$ cat src/rtl/bpl_pkg.sv
// Shared types and constants for the bounded position list.
package bpl_pkg;

	// Fixed field widths of the command and result beats
	localparam int CMD_W   = 3;
	localparam int DATA_W  = 8;
	localparam int INDEX_W = 8;
	localparam int COUNT_W = 9;
	localparam int ERR_W   = 2;

	// Command codes; code seven is unused and does nothing
	typedef enum logic [CMD_W-1:0] {
		CMD_INS_HEAD = 3'd0,
		CMD_INS_TAIL = 3'd1,
		CMD_REM_HEAD = 3'd2,
		CMD_REM_TAIL = 3'd3,
		CMD_RD_HEAD  = 3'd4,
		CMD_RD_TAIL  = 3'd5,
		CMD_RD_INDEX = 3'd6
	} cmd_t;

	// Error codes returned with every result
	typedef enum logic [ERR_W-1:0] {
		ERR_OK    = 2'd0,
		ERR_FULL  = 2'd1,
		ERR_EMPTY = 2'd2,
		ERR_RANGE = 2'd3
	} err_t;

	// Controller states
	typedef enum logic [2:0] {
		ST_IDLE,
		ST_DECODE,
		ST_READ,
		ST_SHIFT,
		ST_DRAIN,
		ST_FINISH
	} state_t;

	// Operations on the read pointer
	typedef enum logic [2:0] {
		PTR_HOLD,
		PTR_ZERO,
		PTR_ONE,
		PTR_TAIL,
		PTR_INDEX,
		PTR_INC,
		PTR_DEC
	} ptr_op_t;

	// Operations on the live count
	typedef enum logic [1:0] {
		CNT_HOLD,
		CNT_INC,
		CNT_DEC
	} cnt_op_t;

	// Where a new entry is written
	typedef enum logic [1:0] {
		PUT_NONE,
		PUT_HEAD,
		PUT_TAIL
	} put_t;

	// One stored entry
	typedef struct packed {
		logic [DATA_W-1:0] x;
		logic [DATA_W-1:0] y;
		logic [DATA_W-1:0] symbol;
	} entry_t;

	// Commands from the controller to the datapath
	typedef struct packed {
		logic    load;
		logic    rd_en;
		logic    shift_wr;
		logic    shift_up;
		ptr_op_t ptr_op;
		logic    finish;
		cnt_op_t cnt_op;
		put_t    put;
		logic    take_read;
		err_t    err;
	} ctrl_t;

	// Status from the datapath to the controller
	typedef struct packed {
		cmd_t cmd;
		logic full;
		logic empty;
		logic idx_bad;
		logic ptr_zero;
		logic ptr_limit;
	} stat_t;

endpackage

$ cat src/rtl/bpl_ctrl.sv
// Controller state machine of the bounded position list.
module bpl_ctrl (
	input  logic           clk,
	input  logic           arst_n,
	input  logic           start,
	input  bpl_pkg::stat_t stat,
	output bpl_pkg::ctrl_t ctl,
	output logic           busy
);
	import bpl_pkg::*;

	state_t state_q;
	state_t state_d;
	logic   up;

	// Head removal walks upwards, head insertion walks downwards.
	assign up = (stat.cmd == CMD_REM_HEAD);

	// State register
	always_ff @(posedge clk or negedge arst_n) begin
		if (!arst_n) begin
			state_q <= ST_IDLE;
		end else begin
			state_q <= state_d;
		end
	end

	assign busy = (state_q != ST_IDLE);

	// Next state and datapath commands
	always_comb begin
		state_d       = state_q;
		ctl           = '0;
		ctl.ptr_op    = PTR_HOLD;
		ctl.cnt_op    = CNT_HOLD;
		ctl.put       = PUT_NONE;
		ctl.err       = ERR_OK;
		case (state_q)
			ST_IDLE: begin
				if (start) begin
					ctl.load = 1'b1;
					state_d  = ST_DECODE;
				end
			end
			ST_DECODE: begin
				state_d = ST_FINISH;
				case (stat.cmd)
					CMD_INS_HEAD: begin
						if (!stat.full && !stat.empty) begin
							ctl.ptr_op = PTR_TAIL;
							state_d    = ST_SHIFT;
						end
					end
					CMD_REM_HEAD: begin
						if (!stat.empty) begin
							ctl.ptr_op = PTR_ONE;
							state_d    = ST_SHIFT;
						end
					end
					CMD_RD_HEAD: begin
						if (!stat.empty) begin
							ctl.ptr_op = PTR_ZERO;
							state_d    = ST_READ;
						end
					end
					CMD_RD_TAIL: begin
						if (!stat.empty) begin
							ctl.ptr_op = PTR_TAIL;
							state_d    = ST_READ;
						end
					end
					CMD_RD_INDEX: begin
						if (!stat.idx_bad) begin
							ctl.ptr_op = PTR_INDEX;
							state_d    = ST_READ;
						end
					end
					default: begin
						state_d = ST_FINISH;
					end
				endcase
			end
			ST_READ: begin
				ctl.rd_en = 1'b1;
				state_d   = ST_FINISH;
			end
			// One cell is read and the previous one copied on each cycle.
			ST_SHIFT: begin
				ctl.rd_en    = 1'b1;
				ctl.shift_wr = 1'b1;
				ctl.shift_up = up;
				ctl.ptr_op   = up ? PTR_INC : PTR_DEC;
				if (up ? stat.ptr_limit : stat.ptr_zero) begin
					state_d = ST_DRAIN;
				end
			end
			// The last copy is written here.
			ST_DRAIN: begin
				state_d = ST_FINISH;
			end
			// Commit the command and load the result registers.
			ST_FINISH: begin
				ctl.finish = 1'b1;
				state_d    = ST_IDLE;
				case (stat.cmd)
					CMD_INS_HEAD: begin
						if (stat.full) begin
							ctl.err = ERR_FULL;
						end else begin
							ctl.put    = PUT_HEAD;
							ctl.cnt_op = CNT_INC;
						end
					end
					CMD_INS_TAIL: begin
						if (stat.full) begin
							ctl.err = ERR_FULL;
						end else begin
							ctl.put    = PUT_TAIL;
							ctl.cnt_op = CNT_INC;
						end
					end
					CMD_REM_HEAD, CMD_REM_TAIL: begin
						if (stat.empty) begin
							ctl.err = ERR_EMPTY;
						end else begin
							ctl.cnt_op = CNT_DEC;
						end
					end
					CMD_RD_HEAD, CMD_RD_TAIL: begin
						if (stat.empty) begin
							ctl.err = ERR_EMPTY;
						end else begin
							ctl.take_read = 1'b1;
						end
					end
					CMD_RD_INDEX: begin
						if (stat.idx_bad) begin
							ctl.err = ERR_RANGE;
						end else begin
							ctl.take_read = 1'b1;
						end
					end
					default: begin
						ctl.err = ERR_OK;
					end
				endcase
			end
			default: begin
				state_d = ST_IDLE;
			end
		endcase
	end

endmodule

$ cat config.mk
export PLATFORM = sky130hd
export DESIGN_NAME = bpl_ctrl
export DESIGN_NICKNAME = d
export VERILOG_FILES = /design/src/rtl/bpl_pkg.sv /design/src/rtl/bpl_ctrl.sv
export SDC_FILE = /design/constraint.sdc
export NUM_CORES = 1
export LEC_CHECK = 0
export ABC_AREA = 0
export BUFFER_PORTS_ARGS = -buffer_cell sky130_fd_sc_hd__buf_2
export CORE_UTILIZATION = 38
export DETAILED_ROUTE_END_ITERATION = 16
export PLACE_DENSITY = 0.79
export SLEW_MARGIN = 25
export SYNTH_ARGS = -nofsm -noshare
export SYNTH_HDL_FRONTEND = slang
export SYNTH_SLANG_ARGS = --single-unit
$ cat constraint.sdc
create_clock -name clk -period 1.1 [get_ports clk]
set_input_delay 0.22 -clock clk [delete_from_list [all_inputs] [get_ports clk]]
set_output_delay 0.22 -clock clk [all_outputs]
set_load 0.005 [all_outputs]
Yosys cells after proc, flatten, opt, wreduce, memory -nomap -nowiden. Cells that the tools add are included.

Equality and inequality tests: 13. Multiplexer cells: 34. Reduce and logical (&&, ||, !) cells: 13.

Operator list (number): $mux 3 (9); $pmux 3 s4 (2); $mux 2 (8); $eq 3x3->1 const B (5); $pmux 3 s5 (1); $eq 3x2->1 const B (4); $pmux 2 s3 (2); $reduce_or 2->1 (5); $mux 1 (8); $mux 8 (1); $eq 3x1->1 const B (2); $logic_not 3->1 (2); $pmux 3 s2 (1); $ne 2x2->1 const B (2); $pmux 2 s2 (1); $reduce_or 4->1 (1); $reduce_bool 3->1 (1); $logic_not 1->1 (2); $pmux 1 s2 (1); $reduce_and 2->1 (1); $logic_and 1x1->1 (1).

Output and inout bits: 16. Bits in registers: 3. Input port bits: 11. Logic and storage cells: 61.

Longest topological paths before layout. Gate-level depths: netlist of the first run.

Depth in word-level cells: 5. Mapped depth: 5. Depth with buffers taken out: 4.

Least setup slack after synthesis of the first run. OpenSTA, ideal clock, no wires.

Path kind: reg2out. From: register state_q[1]. To: output port ctl[3] (netlist bit). Arrival time: 1106 ps. Buffers on the path: 0. Cell stages (with the launch flop): 5. Slack: -226 ps. Required time: 880 ps. Path through: dfrtp_1 > and2b_4 > nand2_4 > nor4_2 > nor2b_1.

RTL lines: from (decl) (RTL line bpl_ctrl.sv:12) `state_t state_q;`; from (signal assigned) (RTL line bpl_ctrl.sv:24) `state_q <= state_d;`; to (decl) (RTL line bpl_ctrl.sv:7) `output bpl_pkg::ctrl_t ctl,`.

==> metrics.txt, run 1 <==
Reg2Reg Launch Point state_q[1]; # diodes 0; Worst VDD drop 1450 µV; count leader, synth nand2_1; nets 123; CORE AREA 1160 µm²; Die Area 1460 µm²; CP Capture Type output pin; Post-synth EDFFs 0; Pleak 0.459 nW; CP startpoint state_q[2]; Placer Congestion 0.774; status complete, but fails checks; area leader, netlist dfrtp_1; register area share after synthesis 0.150; CTS tree done; cell count after synthesis 63; Slew HR 0.766; main flop type after synthesis dfrtp_1; first-pass GRT wire length 2.34 mm; Post-Syn Area 499 µm²; worst-margin pin slew 0.342 ns; Die H 38.2 µm; Post-synth top cells 10 x nand2_1, 4 x nor2_1; syn_nets 74; Synth top area share 0.150; pwr dens 1770 nW/µm²; drt first pass iters 4; TritonCTS Sinks 3; Setup CP Type reg2out; share of layout cells above drive strength 1 0.658; Worst-path clk slew 0.04 ns; highest clock rate 0.621 GHz; number of CTS-inserted buffers 3; ys async rst share 1.00; die width 38.2 µm; Initial DRC Count 17; violated checks setup timing; FILL cells 78; Hold WS 0.311 ns; setup ws final -0.511 ns; largest net degree at the start of global routing 11; Worst Path Arrival 1.39 ns; Crit Reg-Reg Endpoint state_q[2]; Mean Syn Cell Area 7.92 µm²; detailed placer's ending HPWL 1.15 mm; Synth cell types 36; reg2reg path depth 5; clock skew 0.00957 ns; Yosys reg bits 3; GRT Resource Usage Total 0.228; IO Port Bufs 26; Largest Register state_q; setup violators final 19; Layout area overhead 81.5%; Tcrit/Tclk final 1.46; # rows 12; CP Capture Point ctl[9]; ranking of synthesized cells by area dfrtp_1 15%, nand2_1 7.5%, a2111oi_4 5.5%; CTS max path bufs 2; Vias 652; RSZ-0062 raised after global routing yes; critical-path maximum fanout 6; initial cell density of the core 0.432; DR WL/cell 13.2 µm; DRC viols 0; vias per inst 5.22; final wirelength 1.65 mm; DRT antenna net count 0; antenna violations before repair 0; Syn. warnings 0; Hold Path Class in2async; Max Cap Viol 0; post-layout util 0.784; max FFs per register 3; Period minus WS final 1.61 ns; Congestion Overflow GR 0; max-slew violation count 0; Critical Path RT 0.88 ns; startpoint types register; Fin. Hold Viols 0; number of global-route vias before repair 561; reg-to-reg slack, setup -0.24 ns; Top Ports 27; Largest regs state_q x3; clk_lat worst skew 0.24 ns; H-tree depth 1; Root Buffer clkbuf_4
[final cells by class]
cell class	count	area (µm²)	share of cell area
inverters	4	15.0	0.0166
repair buffers	48	343	0.378
flip-flops and latches	3	77.6	0.0856
multi-input cells	52	427	0.471
clock buffers	4	26.3	0.0290
well taps	14	17.5	0.0193
[metrics by stage]
stage          power, mW  worst slack (ns)  setup TNS, ns  instance area, µm²  instances
6_report            1.61            -0.511          -6.94                 906        125
5_1_grt             1.72            -0.595          -7.98                 906        125
4_1_cts             1.41            -0.510          -6.62                 856        122
3_5_place_dp        1.08            -0.306          -3.58                 774        117
3_3_place_gp        1.06            -0.265          -3.14                 774        117
2_1_floorplan      0.689            -0.173         -0.721                 514         63
[how the worst min path moves through the flow]
stage          startpoint          to  slack (ns)  depth (start not counted)
2_1_floorplan      arst_n  state_q[0]       -0.08                          0
3_3_place_gp       arst_n  state_q[1]        0.01                          1
3_5_place_dp       arst_n  state_q[1]        0.02                          1
4_1_cts            arst_n  state_q[2]        0.30                          2
5_1_grt            arst_n  state_q[2]        0.30                          2
6_report           arst_n  state_q[2]        0.31                          2
[cells by family after synthesis]
logic type | after synthesis | share of synthesized area
XOR/XNOR | 1 | 0.0175
buffers and inverters | 8 | 0.100
AO/OA/AOI/OAI | 16 | 0.263
flip-flops | 3 | 0.150
multiplexers | 1 | 0.0201
AND/OR/NAND/NOR | 34 | 0.449
[routing by layer]
| layer | share of wire | track usage | routed length [µm] |
|---|---|---|---|
| met1 | 0.44 | 0.297 | 726 |
| met2 | 0.51 | 0.360 | 839 |
| met3 | 0.050 | 0.0581 | 82 |
| met4 | 0 | 0.0804 | 0 |
| met5 | 0 | 0 | 0 |
[critical path, stage by stage, from the launching register on]
cell,delay [ns]
dfrtp_2,0.46
a2111oi_4,0.38
nand2_1,0.09
o211ai_1,0.09
buf_2,0.14
[power by group]
group	internal (mW)	switching (mW)	total, mW	leakage [nW]
Clock	0.136	0.0615	0.198	0.0150
Combinational	0.659	0.486	1.14	0.409
Sequential	0.164	0.101	0.265	0.0349
[what timing repair did]
action                                  4_1_cts  5_1_grt
hold endpoints to repair                      3        0
gates resized for setup                      12        9
pin swaps                                     2        3
endpoints found under the setup margin       19       19
hold buffers                                  1        0
buffers inserted                              0        3
[placed cells by master, fill, tap and decap left out, types with 2 or more instances in the layout]
master     n
inv_1      2
clkbuf_4   3
nand2_2    2
dfrtp_2    2
o21ai_0    2
inv_2      2
a21oi_2    2
buf_2     25
nand2_1    8
nor2b_1    2
and2_1     2
o21ai_2    2
buf_4     13
nor2_1     4
buf_6      8
(Power assumes the default switching activity.)
==> run 2, diff against run 1 <==
--- a/config.mk
+++ b/config.mk
@@ -7,7 +7,10 @@
 export LEC_CHECK = 0
 export ABC_AREA = 0
 export BUFFER_PORTS_ARGS = -buffer_cell sky130_fd_sc_hd__buf_2
-export CORE_UTILIZATION = 38
+export CELL_PAD_IN_SITES_DETAIL_PLACEMENT = 1
+export CELL_PAD_IN_SITES_GLOBAL_PLACEMENT = 1
+export CORE_MARGIN = 3
+export CORE_UTILIZATION = 26
 export DETAILED_ROUTE_END_ITERATION = 16
 export PLACE_DENSITY = 0.79
 export SLEW_MARGIN = 25
==> metrics.txt, run 2 (synthesized netlist as in run 1, its figures left out) <==
clock skew 0.00726 ns; CTS max path bufs 2; first-pass GRT wire length 3.37 mm; Setup CP Type reg2out; Crit Reg-Reg Endpoint state_q[2]; detailed placer's ending HPWL 1.51 mm; GRT busiest layer met2; most common library cell in the layout ignoring fill and taps buf_2; CTS tree done; CORE AREA 1760 µm²; Placed Cells 132; Worst Path Arrival 1.41 ns; met1 usage 0.236; Hold WS 0.333 ns; Largest regs state_q x3; vias per inst 4.62; RSZ-0062 raised after global routing yes; Congestion Overflow GR 0; Vias 660; Worst VDD drop 1430 µV; worst-path cell chain and2b_4 > nand2_4 > nor4_4 > nor2b_2 > buf_2; clk_lat worst skew 0.23 ns; Hold Path Class in2async; DRT antenna net count 0; IO Port Bufs 26; number of CTS-inserted buffers 3; final wirelength 1.99 mm; Slew HR 0.753; reg2reg path depth 5; Worst-path clk slew 0.04 ns; share of layout cells above drive strength 1 0.686; Top Ports 27; number of global-route vias before repair 747; slowest CP cell dfrtp_1; drt first pass iters 4; Reg2Reg Launch Point state_q[1]; M3 GR Usage 0.0121; # rows 15; Critical Path RT 0.88 ns; initial cell density of the core 0.283; most frequent cells in the layout 25 x buf_2, 23 x buf_4, 8 x nand2_1; GRT met2 Usage 0.282; DRC viols 0; Pleak 0.488 nW; post-layout util 0.545; violated checks setup timing; critical-path maximum fanout 4; nets 130; reg-to-reg slack, setup -0.26 ns; max incr delay on CP 0.40 ns; Largest Register state_q; TritonCTS Sinks 3; setup ws final -0.533 ns; Fin. Hold Viols 0; startpoint types register; Final Cell Area 961 µm²; Period minus WS final 1.63 ns; Die H 49.8 µm; setup violators final 19; die width 49.8 µm; Tcrit/Tclk final 1.48; Placer Congestion 0.799; worst-margin pin slew 0.367 ns; Initial DRC Count 4; post-placement setup slack -0.343 ns; # diodes 0; H-tree depth 1; post-route insts no fill 143; pwr dens 1700 nW/µm²; Die Area 2480 µm²; largest net degree at the start of global routing 9; CP Capture Type output pin; placed inst area 806 µm²; Layout area overhead 92.5%; highest clock rate 0.612 GHz; status complete, but fails checks; Max Cap Viol 0; GRT Resource Usage Total 0.170; max FFs per register 3; DR WL/cell 13.9 µm; antenna violations before repair 0; Root Buffer clkbuf_4; max-slew violation count 0
[run 2: cell count changes in the layout (fill, tap and decap cells not counted)]
cell / delta
nor2_2: +1
buf_6: -2
buf_4: +10
o21ai_1: +2
o21ai_2: -2
nor2_1: -1
nor3_4: +1
buf_12: -1
nor2b_2: +1
nor2b_1: -1
nor3_1: -1
[run 2: area by class of cell]
class | instances | area (µm²)
tap | 25 | 31.3
timing repair buffer | 55 | 375
clock buffer | 4 | 26.3
fill | 239 | 803
inverter | 4 | 15.0
multi-input combinational | 52 | 435
sequential | 3 | 77.6
[run 2: worst max-delay path, delay by kind of cell, from the launching register on]
| kind | cells | cell delay [ns] |
|---|---|---|
| simple gates | 4 | 0.68 |
| flops | 1 | 0.40 |
| buf+inv | 1 | 0.11 |
[run 2: how the worst max path moves through the flow]
stage	cells after the start	start	slack (ns)	to
3_3_place_gp	5	state_q[1]	-0.28	ctl[3]
5_1_grt	5	state_q[1]	-0.63	ctl[3]
6_report	5	state_q[1]	-0.53	ctl[3]
4_1_cts	5	state_q[1]	-0.51	ctl[3]
3_5_place_dp	5	state_q[0]	-0.34	ctl[9]
2_1_floorplan	4	state_q[1]	-0.17	ctl[3]
[run 2: metrics by stage]
step / TNS (ns) / power [mW]
final: -7.13 / 1.63
after global routing: -8.53 / 1.76
after CTS: -7.01 / 1.48
after detailed placement: -3.86 / 1.13
after global placement: -3.39 / 1.08
after floorplan: -0.721 / 0.689
[run 2: metal layers]
| layer | part of all wire | up-vias |
|---|---|---|
| li1 | - | 333 |
| met1 | 0.48 | 313 |
| met2 | 0.49 | 12 |
| met3 | 0.019 | 2 |
| met4 | 0.015 | 0 |
| met5 | 0 | - |
[run 2: report_power, final]
part | leakage [nW] | switching [mW] | internal [mW]
clock | 0.0150 | 0.0508 | 0.135
sequential | 0.0349 | 0.108 | 0.163
combinational | 0.439 | 0.508 | 0.663
total | 0.488 | 0.667 | 0.962
[run 2: what timing repair did]
item                                    4_1_cts  5_1_grt
gates resized for setup                      11       10
setup buffers                                 3        3
endpoints found under the setup margin       19       19
hold buffers                                  1        0
pin swaps                                     4        3
endpoints found under the hold margin         3        0
